$ cat config.mk
export PLATFORM = sky130hd
export DESIGN_NAME = otrb_queue
export DESIGN_NICKNAME = d
export VERILOG_FILES = /design/src/rtl/otrb_pkg.sv /design/src/rtl/otrb_queue.sv
export SDC_FILE = /design/constraint.sdc
export NUM_CORES = 1
export LEC_CHECK = 0
export BUFFER_PORTS_ARGS = -buffer_cell sky130_fd_sc_hd__buf_2
export CAP_MARGIN = 20
export CORE_ASPECT_RATIO = 1.75
export CORE_UTILIZATION = 50
export CTS_BUF_LIST = sky130_fd_sc_hd__clkbuf_8
export CTS_CLUSTER_DIAMETER = 80
export DETAILED_ROUTE_END_ITERATION = 6
export GPL_ROUTABILITY_DRIVEN = 0
export PLACE_DENSITY = 0.77
export SLEW_MARGIN = 15
export SYNTH_ARGS = -nofsm -noshare
export SYNTH_HDL_FRONTEND = slang
export SYNTH_SLANG_ARGS = --single-unit
$ cat constraint.sdc
create_clock -name clk -period 8.7 [get_ports clk]
set_clock_uncertainty 0.2 [all_clocks]
set_input_delay 0.435 -clock clk [delete_from_list [all_inputs] [get_ports clk]]
set_output_delay 0.435 -clock clk [all_outputs]
set_load 0.02 [all_outputs]
$ cat src/rtl/otrb_pkg.sv
package otrb_pkg;

  localparam int DEPTH      = 1024;
  localparam int EVENT_BITS = 64;
  localparam int ADDR_W     = $clog2(DEPTH);
  localparam int CNT_W      = $clog2(DEPTH + 1);
  localparam int CAP_W      = 11;
  localparam int DATA_W     = 64;
  localparam int IDX_W      = 10;
  localparam int OP_W       = 2;
  localparam int WRAP_W     = 32;
  localparam int SYNC_W     = 32;
  localparam int SLOT_W     = ((CNT_W > IDX_W) ? CNT_W : IDX_W) + 1;

  localparam logic [CAP_W-1:0]  CAP_RESET = CAP_W'(1024);
  localparam logic [WRAP_W-1:0] WRAP_MAX  = {WRAP_W{1'b1}};

  localparam int Q_DEPTH = 2;
  localparam int Q_PTR_W = $clog2(Q_DEPTH);
  localparam int Q_CNT_W = $clog2(Q_DEPTH + 1);

  typedef enum logic [OP_W-1:0] {
    OP_WRITE = 2'd0,
    OP_READ  = 2'd1,
    OP_CLEAR = 2'd2
  } opcode_t;

  // one classified transaction handed from front to back
  typedef struct packed {
    logic                  is_write;
    logic                  is_read;
    logic [ADDR_W-1:0]     addr;
    logic [EVENT_BITS-1:0] data;
    logic [CNT_W-1:0]      count;
    logic [WRAP_W-1:0]     wrap;
    logic [SYNC_W-1:0]     sync;
  } cmd_t;

endpackage

$ cat src/rtl/otrb_queue.sv
module otrb_queue (
  input  logic           clk,
  input  logic           rst,
  input  logic           push,
  input  otrb_pkg::cmd_t cmd_in,
  input  logic           pop,
  output otrb_pkg::cmd_t cmd_out,
  output logic           full,
  output logic           empty
);
  import otrb_pkg::*;

  cmd_t               entries [Q_DEPTH];
  logic [Q_PTR_W-1:0] wr_ptr, rd_ptr;
  logic [Q_CNT_W-1:0] fill;
  logic               do_push, do_pop;

  assign full    = (fill == Q_CNT_W'(Q_DEPTH));
  assign empty   = (fill == '0);
  assign do_push = push && !full;
  assign do_pop  = pop && !empty;
  assign cmd_out = entries[rd_ptr];

  always_ff @(posedge clk) begin
    if (do_push) begin
      entries[wr_ptr] <= cmd_in;
    end
  end

  always_ff @(posedge clk) begin
    if (rst) begin
      wr_ptr <= '0;
      rd_ptr <= '0;
      fill   <= '0;
    end else begin
      if (do_push) begin
        wr_ptr <= (32'(wr_ptr) == Q_DEPTH - 1) ? '0 : wr_ptr + Q_PTR_W'(1);
      end
      if (do_pop) begin
        rd_ptr <= (32'(rd_ptr) == Q_DEPTH - 1) ? '0 : rd_ptr + Q_PTR_W'(1);
      end
      case ({do_push, do_pop})
        2'b10:   fill <= fill + Q_CNT_W'(1);
        2'b01:   fill <= fill - Q_CNT_W'(1);
        default: fill <= fill;
      endcase
    end
  end

endmodule

==> impl_metrics.yaml, run 1 <==
outcome:
  outcome: "complete, no violations"
yosys:
  netlist_instances: 496
  ys_seq_area_share_pct: 82.6
  syn_area_um2: 11100
  syn_nets: 652
  ys_ff_latch: 307
  synth_cell_types: 18
  synth_warnings: 0
  synth_area_per_cell_um2: 22.4
critical_path:
  r2r-end: "entries[0][7]"
  path_max_fanout: 78
  r2r_cells: 5
  endpoint_kind: "primary output"
  cp.arrival_ns: 3.17
  rrSetupSlack_ns: 5.52
  path_class: "flop to primary output"
  crit_buf_inv: 2
  crit_cells: 3
  path_cells: "buf_4 > mux2_2 > buf_2"
  worst_ep_required_time_ns: 8.07
  cp-start-kind: "flop"
  crit_family: "buffers and inverters"
  max_stage_delay_ns: 1.01
  r2r_start: "fill[0]"
  slowest_stage: "dfxtp_4"
hold_path:
  hold_path_end: "rd_ptr"
  hold_class: "input port to flop"
  min-delay-start: "pop"
  whs_path_depth: 4
clocking:
  ctsLongestPathBuffers: 3
  cts_resized: 0
  cts_tree: "done"
  insertion_delay_ns: 0.56
  cts-root-buf: "clkbuf_8"
  cts.reportedPaths.clkPinSlew_ns: 0.07
  htreeDepth: 2
  cts_buffers: 43
  cts.sinks: 307
sta:
  grt_setup_unrepaired: "no"
  setup-violations-final: 0
  worst_slack_ns: 4.89
  hold_viol: 0
  layout_min_cycle_time_ns: 3.81
  tns_ns: 0
  maxSlewHeadroom_pct: 30.1
  fin_crit_sh_pct: 43.8
  max_freq_ghz: 0.263
  final-max-slew-violation-count: 0
  tightest_slew_ns: 1.05
route:
  antenna_left: 0
  drc: 0
  wl_per_cell_um: 18.8
  drt_iter0_markers: 262
  vias: 6404
  routed_wl_um: 24700
  drtPass1Iterations: 4
  avgViaCountPerCell: 4.88
final_layout:
  nNetsFinal: 1143
  drive_gt1_share_pct: 51.3
  syn_to_final_growth_pct: 37.7
  nFillCells: 1365
placed_design:
  port-buffer-count: 307
  pre_cts_ws_ns: 5.42
  dp_hpwl_um: 14200
power:
  p_comb_share_pct: 29.0
  leakagePower_uw: 0.00579
  p_per_area_nw_per_um2: 277
  power_switching_uw: 1330
  p_int_uw: 2910
  pwr-share-clk_pct: 24.4
  seq_power_share_pct: 46.5
  peakVddDrop_mv: 0.238
  swShare_pct: 31.4
global_route:
  grt_pass1_vias: 7067
  grt_pass1_wl_um: 36100
  grt_overflow: 0
  antenna_found_initial: 2
  grt_usage_pct: 21.5
  grt_start_max_net_pins: 85
floorplanning:
  core_um2: 21700
  pin_count: 308
  core.rowCount: 71
  die-area_um2: 22800
  initial_core_util_pct: 51.2
  die_h_um: 199
  die_w_um: 115
flow_run:
  maxCapViolCount: 0
power by group through the flow:
stage	clock [uW]	combinational (uW)	sequential (uW)
5_1_grt	1120	1300	2000
3_5_place_dp	0	1160	2010
2_1_floorplan	0	854	1960
6_report	1040	1230	1970
4_1_cts	1060	1220	1970
3_3_place_gp	0	1160	1990
layout by cell type (no fill, tap or decap), types with 3 or more instances in the layout:
cell,netlist,final
buf_2,8,307
buf_4,9,3
clkbuf_8,0,47
clkinv_1,0,9
clkinv_2,0,3
dfxtp_1,5,4
diode_2,0,5
dlygate4sd3_1,0,152
edfxtp_1,302,302
inv_1,2,12
mux2_2,151,151
nor2_1,4,4
logic make-up (layout without fill, tap and decap cells):
logic type,Yosys count,in the layout,share of synthesized area (%)
DFF,307,307,82.6
muxes,151,151,15.3
buffers and inverters,20,540,1.07
and+or+nand+nor,9,9,0.417
AOI/OAI and AO/OA,5,5,0.248
xor gates and xnor gates,3,3,0.237
adders and majority gates,1,1,0.113
other,0,5,0
synthesized netlist by cell type:
library cell	n	area share [%]
dfxtp_1	5	0.90
a21oi_1	2	0.090
mux2_2	151	15
nor2_1	4	0.14
ha_1	1	0.11
inv_2	1	0.034
nand2b_2	1	0.079
o21ai_0	2	0.090
buf_4	9	0.61
edfxtp_1	302	82
or3_1	2	0.11
xnor2_1	2	0.16
xor2_1	1	0.079
and3_1	1	0.056
o21a_1	1	0.068
buf_2	8	0.36
inv_1	2	0.068
nand2_1	1	0.034
worst max-delay path by stage:
stage,startpoint,endpoint,slack [ns]
6_report,flop,cmd_out[146],4.89
5_1_grt,flop,cmd_out[6],4.70
4_1_cts,flop,cmd_out[133],4.82
3_5_place_dp,flop,cmd_out[133],5.42
3_3_place_gp,flop,cmd_out[133],5.43
2_1_floorplan,fill[0],entries[1][0],3.91
registers in the layout, indices dropped and copies added, names as in the netlist, named ones only:
name,flops
rd_ptr,1
entries,302
fill,2
wr_ptr,1
metrics by stage:
step           std cells  power [uW]  hold WS (ns)  instance area [um2]  util (%)
2_1_floorplan        496        2810         0.252                11100         -
3_3_place_gp        1081        3150         0.272                12900      59.7
3_5_place_dp        1081        3170         0.291                12900      59.7
4_1_cts             1307        4260        0.0461                15200      70.3
5_1_grt             1310        4410         0.111                15300      70.5
6_report            1313        4240         0.104                15300      70.5
repair_timing:
item	CTS	global route
hold buffers	152	0
endpoints found under the hold margin	307	0
buffers inserted	0	0
worst reg2reg max path: cells and delay by family (launching register included):
family / cells / cell delay [ns]
AND/OR/NAND/NOR: 2 / 0.58
flip-flops: 1 / 0.43
buffers and inverters: 3 / 1.56
area by class of cell:
class	count	area [um2]	area share (%)
tap	292	365	2.39
clock buffer	47	647	4.23
antenna	5	12.5	0.0819
clock inverter	27	144	0.941
timing repair buffer	463	3110	20.3
sequential	307	9170	60.0
inverter	3	16.3	0.106
multi-input combinational	169	1820	11.9
metal layers:
| metal | track usage, % | up-vias | part of all wire, % |
|---|---|---|---|
| met5 | 0 | - | 0 |
| met4 | 12.3 | 0 | 4.2 |
| met3 | 5.46 | 63 | 6.7 |
| met2 | 41.3 | 277 | 58 |
| met1 | 20.0 | 3098 | 31 |
| li1 | - | 2966 | - |
(Power assumes the default switching activity.)
==> inputs of run 2 (changes only) <==
- clock period: 8.7 -> 3.7 ns (I/O delays scaled with it)
==> run 2 against run 1 <==
  * Non-clock buffer count rose by 12
  * Largest power group unchanged
  * Sequential share of layout area fell by 0.46 points
  * First-iteration DRC count increased by 15%
  * Cell area increased by 0.78%
  * Critical endpoint is now cmd_out[58]
  * Routed wire length up 0.97%
  * Register-to-register slack worse by 4.3 ns
  * Hold slack better by 0.056 ns
  * Global-route usage is 0.14 points higher
==> impl_metrics.yaml, run 2 (synthesis results as in run 1) <==
hold_path:
  whs_path_depth: 2
  hold_path_end: "entries[0][139]"
  min-delay-start: "cmd_in[139]"
  hold_class: "input port to flop"
critical_path:
  slowest_stage: "buf_4"
  cp-start-kind: "flop"
  max_stage_delay_ns: 0.52
  crit_cells: 3
  rrSetupSlack_ns: 1.24
  path_cells: "buf_4 > mux2_2 > buf_2"
  worst_ep_required_time_ns: 3.31
  r2r_start: "fill[0]"
  crit_buf_inv: 2
  cp.arrival_ns: 2.17
  path_max_fanout: 41
  path_class: "flop to primary output"
  r2r-end: "entries[0][126]"
  crit_family: "buffers and inverters"
  endpoint_kind: "primary output"
  r2r_cells: 5
global_route:
  grt_pass1_wl_um: 36100
  antenna_found_initial: 4
  grt_usage_pct: 21.6
  grt_start_max_net_pins: 73
  grt_overflow: 0
  grt_pass1_vias: 7127
route:
  drt_iter0_markers: 302
  wl_per_cell_um: 18.8
  routed_wl_um: 25000
  drc: 0
  avgViaCountPerCell: 4.90
  drtPass1Iterations: 4
  vias: 6487
  antenna_left: 0
floorplanning:
  core.rowCount: 71
  die-area_um2: 22800
  pin_count: 308
  initial_core_util_pct: 51.2
  die_h_um: 199
  die_w_um: 115
  core_um2: 21700
power:
  p_per_area_nw_per_um2: 646
  leakagePower_uw: 0.00586
  peakVddDrop_mv: 0.764
final_layout:
  largestRegisters: "entries: 302 flops, fill: 2 flops"
  max_flop_register: "entries"
  syn_to_final_growth_pct: 38.8
  final_cell_mix: "307 x buf_2, 302 x edfxtp_1, 155 x dlygate4sd3_1"
  finalNonFillerCells: 1325
  final_core_util_pct: 71.1
  final_common_cell: "buf_2"
  largest_reg_flops: 302
  drive_gt1_share_pct: 50.8
  nNetsFinal: 1153
outcome:
  outcome: "complete, no violations"
clocking:
  cts_tree: "done"
  cts.sinks: 307
  cts_resized: 0
  ctsLongestPathBuffers: 3
  htreeDepth: 2
  insertion_delay_ns: 0.54
  cts_setup_buffers: 0
  cts_hold_buf: 155
  cts-root-buf: "clkbuf_8"
  cts_buffers: 41
  cts.reportedPaths.clkPinSlew_ns: 0.07
sta:
  tightest_slew_ns: 0.788
  max_freq_ghz: 0.392
  setup-violations-final: 0
  layout_min_cycle_time_ns: 2.55
  tns_ns: 0
  fin_crit_sh_pct: 69.0
  hold_viol: 0
  grt_setup_unrepaired: "no"
  final-max-slew-violation-count: 0
  maxSlewHeadroom_pct: 47.3
placed_design:
  port-buffer-count: 307
  dp_hpwl_um: 15000
  placedCellCount: 1091
flow_run:
  maxCapViolCount: 0
==> run 2: cell type report <==
class	count	area [um2]
inverters	3	15.0
clock inverters	32	156
fillers	1327	6270
repair buffers	475	3270
clock buffers	43	592
well taps	292	365
multi-input cells	169	1820
diodes	4	10.0
flip-flops and latches	307	9170
==> run 2: worst max-delay path by stage <==
stage                 start               to  slack [ns]
floorplan           fill[0]    entries[0][0]        0.06
detailed placement  fill[0]  entries[0][110]        1.26
CTS                    flop      cmd_out[84]        1.10
finish                 flop      cmd_out[58]        1.15
global placement    fill[0]  entries[0][110]        1.30
global route           flop      cmd_out[55]        1.04
==> run 2: where the power goes <==
group	switching, uW	internal [uW]	total [uW]
Clock	1150	1150	2300
Sequential	145	4380	4530
Combinational	1840	1280	3120
==> run 2: routing by layer <==
metal / GRT usage, % / vias up / part of all wire, % / routed length, um
li1: - / 2990 / - / -
met1: 19.0 / 3134 / 32 / 7900
met2: 42.0 / 276 / 57 / 14200
met3: 5.46 / 87 / 5.6 / 1390
met4: 14.3 / 0 / 6.0 / 1490
met5: 0 / - / 0 / 0
==> run 2: per-stage QoR <==
| step | power, uW | instance area, um2 | hold slack, ns | setup slack [ns] |
|---|---|---|---|---|
| floorplan | 6580 | 11100 | 0.0541 | 0.0640 |
| global placement | 7500 | 13100 | 0.173 | 1.30 |
| detailed placement | 7550 | 13100 | 0.176 | 1.26 |
| CTS | 10000 | 15400 | 0.117 | 1.10 |
| global route | 10400 | 15400 | 0.132 | 1.04 |
| finish | 9950 | 15400 | 0.160 | 1.15 |
