<file path="src/rtl/otrb_pkg.sv">
package otrb_pkg;

  localparam int DEPTH      = 1024;
  localparam int EVENT_BITS = 64;
  localparam int ADDR_W     = $clog2(DEPTH);
  localparam int CNT_W      = $clog2(DEPTH + 1);
  localparam int CAP_W      = 11;
  localparam int DATA_W     = 64;
  localparam int IDX_W      = 10;
  localparam int OP_W       = 2;
  localparam int WRAP_W     = 32;
  localparam int SYNC_W     = 32;
  localparam int SLOT_W     = ((CNT_W > IDX_W) ? CNT_W : IDX_W) + 1;

  localparam logic [CAP_W-1:0]  CAP_RESET = CAP_W'(1024);
  localparam logic [WRAP_W-1:0] WRAP_MAX  = {WRAP_W{1'b1}};

  localparam int Q_DEPTH = 2;
  localparam int Q_PTR_W = $clog2(Q_DEPTH);
  localparam int Q_CNT_W = $clog2(Q_DEPTH + 1);

  typedef enum logic [OP_W-1:0] {
    OP_WRITE = 2'd0,
    OP_READ  = 2'd1,
    OP_CLEAR = 2'd2
  } opcode_t;

  // one classified transaction handed from front to back
  typedef struct packed {
    logic                  is_write;
    logic                  is_read;
    logic [ADDR_W-1:0]     addr;
    logic [EVENT_BITS-1:0] data;
    logic [CNT_W-1:0]      count;
    logic [WRAP_W-1:0]     wrap;
    logic [SYNC_W-1:0]     sync;
  } cmd_t;

endpackage

</file>
<file path="src/rtl/otrb_front.sv">
module otrb_front (
  input  logic                         clk,
  input  logic                         rst,
  input  logic                         capacity_wr_en,
  input  logic [otrb_pkg::CAP_W-1:0]   capacity_wr_data,
  input  logic                         start,
  input  logic                         q_full,
  input  logic [otrb_pkg::OP_W-1:0]    opcode,
  input  logic [otrb_pkg::DATA_W-1:0]  event_data,
  input  logic [otrb_pkg::IDX_W-1:0]   read_index,
  output logic                         push,
  output otrb_pkg::cmd_t               cmd
);
  import otrb_pkg::*;

  logic [CAP_W-1:0]      capacity;
  logic [CNT_W-1:0]      wp, wp_next;
  logic [WRAP_W-1:0]     wrap, wrap_next;
  logic [SYNC_W-1:0]     newest, newest_next;
  logic [CNT_W-1:0]      cap;
  logic [CNT_W-1:0]      count;
  logic [EVENT_BITS-1:0] ev;
  logic [CNT_W-1:0]      start_slot;
  logic [SLOT_W-1:0]     slot;
  logic                  wrapping;

  assign push = start && !q_full;
  assign ev   = event_data[EVENT_BITS-1:0];

  // effective capacity, zero acts as one, clamp to depth
  always_comb begin
    if (capacity == '0) begin
      cap = CNT_W'(1);
    end else if (32'(capacity) > 32'(DEPTH)) begin
      cap = CNT_W'(DEPTH);
    end else begin
      cap = CNT_W'(capacity);
    end
  end

  assign wrapping = (wp >= cap);

  always_comb begin
    wp_next     = wp;
    wrap_next   = wrap;
    newest_next = newest;
    cmd         = '0;
    case (opcode_t'(opcode))
      OP_WRITE: begin
        cmd.is_write = 1'b1;
        cmd.data     = ev;
        if (wrapping) begin
          cmd.addr  = '0;
          wp_next   = CNT_W'(1);
          wrap_next = (wrap == WRAP_MAX) ? wrap : wrap + WRAP_W'(1);
        end else begin
          cmd.addr = wp[ADDR_W-1:0];
          wp_next  = wp + CNT_W'(1);
        end
        newest_next = ev[SYNC_W-1:0];
      end
      OP_CLEAR: begin
        wp_next     = '0;
        wrap_next   = '0;
        newest_next = '0;
      end
      default: begin
      end
    endcase

    // valid count after the operation
    if (wrap_next != '0) begin
      count = cap;
    end else begin
      count = (wp_next < cap) ? wp_next : cap;
    end

    // ordered read: oldest event sits at the pointer once wrapped
    start_slot = (wp < cap) ? wp : '0;
    slot       = SLOT_W'(start_slot) + SLOT_W'(read_index);
    if (slot >= SLOT_W'(cap)) begin
      slot = slot - SLOT_W'(cap);
    end
    if (opcode_t'(opcode) == OP_READ && 32'(read_index) < 32'(count)) begin
      cmd.is_read = 1'b1;
      cmd.addr    = (wrap != '0) ? slot[ADDR_W-1:0] : ADDR_W'(read_index);
    end

    cmd.count = count;
    cmd.wrap  = wrap_next;
    cmd.sync  = (count == '0) ? '0 : newest_next;
  end

  always_ff @(posedge clk) begin
    if (rst) begin
      capacity <= CAP_RESET;
      wp       <= '0;
      wrap     <= '0;
      newest   <= '0;
    end else begin
      if (capacity_wr_en) begin
        capacity <= capacity_wr_data;
      end
      if (push) begin
        wp     <= wp_next;
        wrap   <= wrap_next;
        newest <= newest_next;
      end
    end
  end

endmodule

</file>
<file path="config.mk">
export PLATFORM = sky130hd
export DESIGN_NAME = otrb_front
export DESIGN_NICKNAME = d
export VERILOG_FILES = /design/src/rtl/otrb_pkg.sv /design/src/rtl/otrb_front.sv
export SDC_FILE = /design/constraint.sdc
export NUM_CORES = 1
export LEC_CHECK = 0
export BUFFER_PORTS_ARGS = -buffer_cell sky130_fd_sc_hd__clkbuf_2
export CAP_MARGIN = 40
export CORE_MARGIN = 4
export CORE_UTILIZATION = 57
export DETAILED_ROUTE_END_ITERATION = 8
export PLACE_DENSITY = 0.88
export RECOVER_POWER = 25
export SYNTH_ARGS = -nofsm -noshare
export SYNTH_HDL_FRONTEND = slang
export SYNTH_SLANG_ARGS = --single-unit
export TNS_END_PERCENT = 100
</file>
<file path="constraint.sdc">
create_clock -name clk -period 13.63 [get_ports clk]
set_clock_uncertainty 0.15 [all_clocks]
set_input_delay 0 -clock clk [delete_from_list [all_inputs] [get_ports clk]]
set_output_delay 0 -clock clk [all_outputs]
set_load 0.1 [all_outputs]
</file>
==> results of run 1 <==
[state kept, by name, indices dropped and copies added, names as in the netlist]
name	count
newest	32
wp	11
wrap	32
capacity	11
[stage by stage]
step	utilization (%)	cells	setup WS, ns	power (mW)
CTS	73.0	1541	5.22	0.943
floorplan	-	1138	6.66	0.618
finish	72.6	1544	4.96	0.952
global route	72.6	1542	4.41	0.990
detailed placement	67.8	1484	5.67	0.695
global placement	67.4	1482	5.82	0.691
[final timing paths]
check                     to  slack (ns)  cells past startpoint
hold / removal    newest[12]        0.02                      4
setup reg to reg       wp[2]        9.50                     12
hold reg to reg   newest[28]        0.35                      2
setup / recovery    cmd[139]        4.96                     30
[power by group through the flow]
stage,Clock [mW],Sequential [mW],Combinational [mW]
final,0.241,0.266,0.445
after global routing,0.254,0.266,0.470
after CTS,0.242,0.265,0.437
after detailed placement,0,0.270,0.425
after global placement,0,0.270,0.421
after floorplan,0,0.268,0.350
[metal layers]
metal / global-route usage [%] / part of all wire, %
met2: 56.9 / 45
met5: 0 / 0
met1: 45.2 / 39
met4: 15.2 / 4.3
met3: 8.38 / 12
[worst max-delay path: cells and delay by family, from the launching register on]
kind,cells,cell delay (ns)
fa+ha+maj,3,0.95
compound gates,16,3.78
simple gates,10,2.62
buf+inv,1,0.51
flops,1,0.32
[final cells by class]
class	count	area [sq um]	share of cell area [%]
repair buffers	295	1700	17.5
clock inverters	4	31.3	0.321
diodes	3	7.51	0.0771
clock buffers	12	256	2.64
flip-flops and latches	86	1720	17.7
well taps	176	220	2.26
inverters	34	128	1.31
multi-input cells	934	5670	58.2
[cell usage in the layout (no fill, tap or decap), types with 3 or more instances in the layout]
master,instances
diode_2,3
buf_4,8
o311ai_0,3
nor4b_1,3
a21o_1,15
xnor2_1,24
o31ai_1,6
nand2_1,140
mux2i_1,16
clkbuf_1,18
a22oi_1,34
ha_1,54
a211oi_1,20
o21a_1,13
clkbuf_2,227
and4_1,4
nand3_1,36
or3_1,10
inv_1,33
nand4_1,28
nor4_1,17
nor3_1,23
a21oi_1,92
dlygate4sd3_1,41
nor2_1,170
o21ai_0,39
and2_1,74
xor2_1,27
nor2b_1,5
a21boi_0,5
nand2b_1,6
clkbuf_16,9
and3_1,12
clkinv_4,3
dfxtp_1,86
o211ai_1,8
a32oi_1,5
[cell families after synthesis]
| family | after synthesis | share of synthesized area (%) |
|---|---|---|
| AND/OR/NAND/NOR | 545 | 33.3 |
| AO/OA/AOI/OAI | 264 | 21.3 |
| buffers and inverters | 118 | 6.67 |
| flip-flops | 86 | 21.8 |
| adder cells (fa/ha/maj) | 56 | 9.04 |
| XOR/XNOR | 51 | 5.65 |
| multiplexers | 18 | 2.31 |
[what timing repair did]
action | 4_1_cts | 5_1_grt
hold buffers | 41 | 0
endpoints found under the setup margin | 0 | 0
gates resized for setup | 0 | 0
hold endpoints to repair | 59 | 0
==> reports/qor.txt, run 1 <==
row count: 42
Core Box Area: 13400 sq um
Tmin final: 8.67 ns
share of cells above drive strength 1: 19.6%
Post-Syn Instances: 1138
Internal Power: 0.504 mW
P_sw: 0.447 mW
Syn Nets: 1286
Ports: 244
synth cell count leaders: 171 x nor2_1, 140 x nand2_1, 92 x a21oi_1
Yosys reg bits: 86
CP Data Arrival Time: 8.52 ns
vias in the first global route: 8872
Area Overhead vs Synth: 23.0%
wire per inst: 18.9 um
Reg power frac: 27.9%
register clock-pin slew on the reported worst setup and hold paths: 0.06 ns
initial antenna violation count: 1
LEAKAGE: 4.31 nW
Fillers: 1109
largest area contributor in the netlist: dfxtp_1
setup TNS: 0 ns
reg2reg start: capacity[1]
DIE WIDTH: 126 um
first-pass GRT wire length: 46.2 mm
DRT antenna net count: 0
latest clock arrival within the worst-skew pair: 0.34 ns
worst relative slew slack: -102%
TritonRoute pass-1 iters: 6
WL final: 29.3 mm
Clock Root Buffer: clkbuf_16
Die Ht: 126 um
nature of the critical path endpoint: primary output
Syn Area/Cell: 6.95 sq um
pwr dens: 97.8 nW/um^2
Initial Utilization: 59.0%
Crit Path Class: flip-flop to primary output
Max Clock Freq: 0.115 GHz
placed cell areas: 9080 sq um
Via Count: 9602
Max Fanout on Critical Path: 29
I/O Buffers: 243
drt drc: 0
synth unique cells: 70
post-route cell area: 9730 sq um
CTS tree: done
Hold WS: 0.0197 ns
startpoint types: flip-flop
source of the worst hold timing path: event_data[12]
Max VDD drop: 0.0000943 V
Setup crit start: capacity[1]
Logic pwr share: 46.8%
fin crit share: 63.6%
max cap viols: 2
sequential fraction of the synthesis area: 21.8%
final hold vios: 0
NumNets Final: 1508
WP data required: 13.48 ns
hpwl dp: 20.7 mm
via/cell ratio: 6.22
final slew viol count: 96
Final setup viols: 0
outcome: complete, but fails checks
largest net degree at the start of global routing: 82
Total GRT Usage: 35.3%
crit-path most repeated cell: a21o_1
synth warn: 0
Clk network pwr share: 25.3%
top-count cell post-synth: nor2_1
CTS sink cnt: 86
die footprint: 15800 sq um
worst-case clock buffer depth: 2
RSZ-0062 raised after global routing: false
grt ovf: 0
top_reg_cell synth: dfxtp_1
Post-Syn Area: 7910 sq um
slowest cell delay on critical path: 0.73 ns
htree depth: 3
Final Wtd Congestion: 1.05
failing checks: capacitance limit, slew limit
Area contributors post-synth: dfxtp_1 22%, ha_1 8.5%, nor2_1 8.1%, nand2_1 6.6%, and2_1 5.9%
Sw Ratio: 47.0%
initial drt markers: 1348
slowest stage cell, crit path: a21oi_1
Synth top area share: 21.8%
FFs w/ async S/R, synth: 0%
number of synthesized flops with an enable pin: 0
Worst-Margin Slew: 3.03 ns
clock buffer count from CTS: 9
# Post-CTS Setup Buffers: 0
Hold Crit Class: input port to flip-flop
Note: power is estimated with default switching activity, not from simulation.
==> inputs of run 2 (changes only) <==
CORE_UTILIZATION = 53   (was 57)
PLACE_DENSITY = 0.82   (was 0.88)
clock period = 8.89 ns   (was 13.63 ns; I/O delays follow)
==> run 2 against run 1 <==
Against the previous run: the run still ends with capacitance limit, slew limit left; highest routed layer unchanged; worst setup slack lost 4.3 ns; final cell count rose by 0.52%; non-clock buffer count rose by 5; largest power group unchanged; register-to-register slack lost 4.6 ns; utilization is 6.0 points lower; sequential cell count stayed put.
==> reports/qor.txt, run 2 (same netlist as run 1, synthesis figures left out) <==
slowest cell delay on critical path: 0.60 ns
latest clock arrival within the worst-skew pair: 0.35 ns
# Post-CTS Setup Buffers: 0
clock buffer count from CTS: 9
worst r2r dst: wp[5]
Final setup viols: 0
# diodes: 0
Hold Crit Class: input port to flip-flop
Tmin final: 8.23 ns
initial drt markers: 987
Non-Filler Instances: 1552
pwr dens: 147 nW/um^2
worst relative slew slack: -53.5%
WHS Endpoint: newest[4]
share of cells above drive strength 1: 19.5%
Area Overhead vs Synth: 22.9%
Crit Path Class: flip-flop to primary output
Max Fanout on Critical Path: 29
Via Count: 9456
Clk network pwr share: 24.0%
DRT antenna net count: 0
fin crit share: 92.6%
biggest regs: newest x32, wrap x32
Core Box Area: 14600 sq um
Logic pwr share: 47.4%
slowest stage cell, crit path: and3_1
LEAKAGE: 4.30 nW
final slew viol count: 195
failing checks: capacitance limit, slew limit
Final Wtd Congestion: 1.01
NumNets Final: 1513
FF+latch area: 1720 sq um
Reg power frac: 28.5%
die footprint: 16900 sq um
row count: 44
I/O Buffers: 243
largest net degree at the start of global routing: 66
final hold vios: 0
drt drc: 0
wire per inst: 18.3 um
Initial Utilization: 54.2%
htree depth: 3
Ports: 244
Internal Power: 0.754 mW
DIE WIDTH: 130 um
Sw Ratio: 47.1%
grt ovf: 0
Die Ht: 130 um
Max VDD drop: 0.0000956 V
worst-case clock buffer depth: 2
R2R cell count: 12
startpoint types: flip-flop
commonest non-fill, non-tap cells in the layout: 227 x clkbuf_2, 169 x nor2_1, 140 x nand2_1
initial antenna violation count: 0
RSZ-0062 raised after global routing: false
reg2reg start: capacity[1]
CTS sink cnt: 86
register clock-pin slew on the reported worst setup and hold paths: 0.06 ns
hpwl dp: 20.5 mm
Total GRT Usage: 32.3%
nature of the critical path endpoint: primary output
first-pass GRT wire length: 44.1 mm
outcome: complete, but fails checks
P_sw: 0.672 mW
WL final: 28.5 mm
Clock Root Buffer: clkbuf_16
most common cell after layout, fill and taps aside: clkbuf_2
max cap viols: 4
Worst-Margin Slew: 2.30 ns
Fillers: 1263
CTS tree: done
setup TNS: 0 ns
Max Clock Freq: 0.122 GHz
vias in the first global route: 8569
WHS Path Cells: 4
TritonRoute pass-1 iters: 5
via/cell ratio: 6.09
placed insts: 1496
CP Data Arrival Time: 8.08 ns
source of the worst hold timing path: event_data[4]
crit-path most repeated cell: a21o_1
WP data required: 8.74 ns
R2R setup slack: 4.89 ns
area of the multi-input gates: 5680 sq um
-- run 2: how the worst max path moves through the flow --
stage / cells after the start / from / end / slack (ns)
finish: 30 / capacity[1] / cmd[139] / 0.66
global route: 30 / capacity[1] / cmd[139] / 0.20
CTS: 30 / capacity[1] / cmd[139] / 0.57
detailed placement: 30 / capacity[1] / cmd[139] / 0.95
global placement: 30 / capacity[1] / cmd[139] / 1.23
floorplan: 33 / capacity[10] / cmd[140] / 1.92
-- run 2: layout make-up --
class | count | share of cell area (%)
Clock buffer | 10 | 2.35
Clock inverter | 4 | 0.270
Inverter | 34 | 1.31
Multi-Input combinational cell | 934 | 58.4
Sequential cell | 86 | 17.7
Tap cell | 184 | 2.37
Timing Repair Buffer | 300 | 17.6
-- run 2: metrics by stage --
step / hold slack (ns) / instance area, sq um / power [mW] / util (%) / setup WS [ns]
6_report: 0.0253 / 9720 / 1.43 / 66.6 / 0.661
3_3_place_gp: 0.0925 / 9070 / 1.06 / 62.2 / 1.23
4_1_cts: 0.00409 / 9770 / 1.42 / 67.0 / 0.568
2_1_floorplan: -0.0238 / 7910 / 0.947 / - / 1.92
3_5_place_dp: 0.0963 / 9090 / 1.07 / 62.3 / 0.949
5_1_grt: 0.0305 / 9720 / 1.49 / 66.6 / 0.204
-- run 2: worst max-delay path: cells and delay by family, from the launching register on --
kind	cells	cell delay, ns
buffers and inverters	1	0.49
and+or+nand+nor	10	2.53
adders and majority gates	3	0.93
AOI/OAI and AO/OA	16	3.45
DFF	1	0.32
-- run 2: what timing repair did --
item                                    4_1_cts  5_1_grt
hold buffers                                 42        0
resized for setup                             0        1
endpoints found under the setup margin        0        6
hold endpoints to repair                     42        0
-- run 2: power groups by stage --
stage               Clock (mW)  Sequential (mW)  Combinational (mW)
floorplan                    0            0.410               0.537
finish                   0.342            0.407               0.676
global route             0.361            0.408               0.718
CTS                      0.345            0.406               0.668
global placement             0            0.414               0.647
detailed placement           0            0.415               0.650
-- run 2: layer usage --
layer / GRT usage [%] / vias up / part of all wire, %
li1: - / 4447 / -
met1: 43.4 / 4374 / 40
met2: 51.1 / 558 / 46
met3: 6.47 / 77 / 9.7
met4: 12.6 / 0 / 3.7
met5: 0 / - / 0
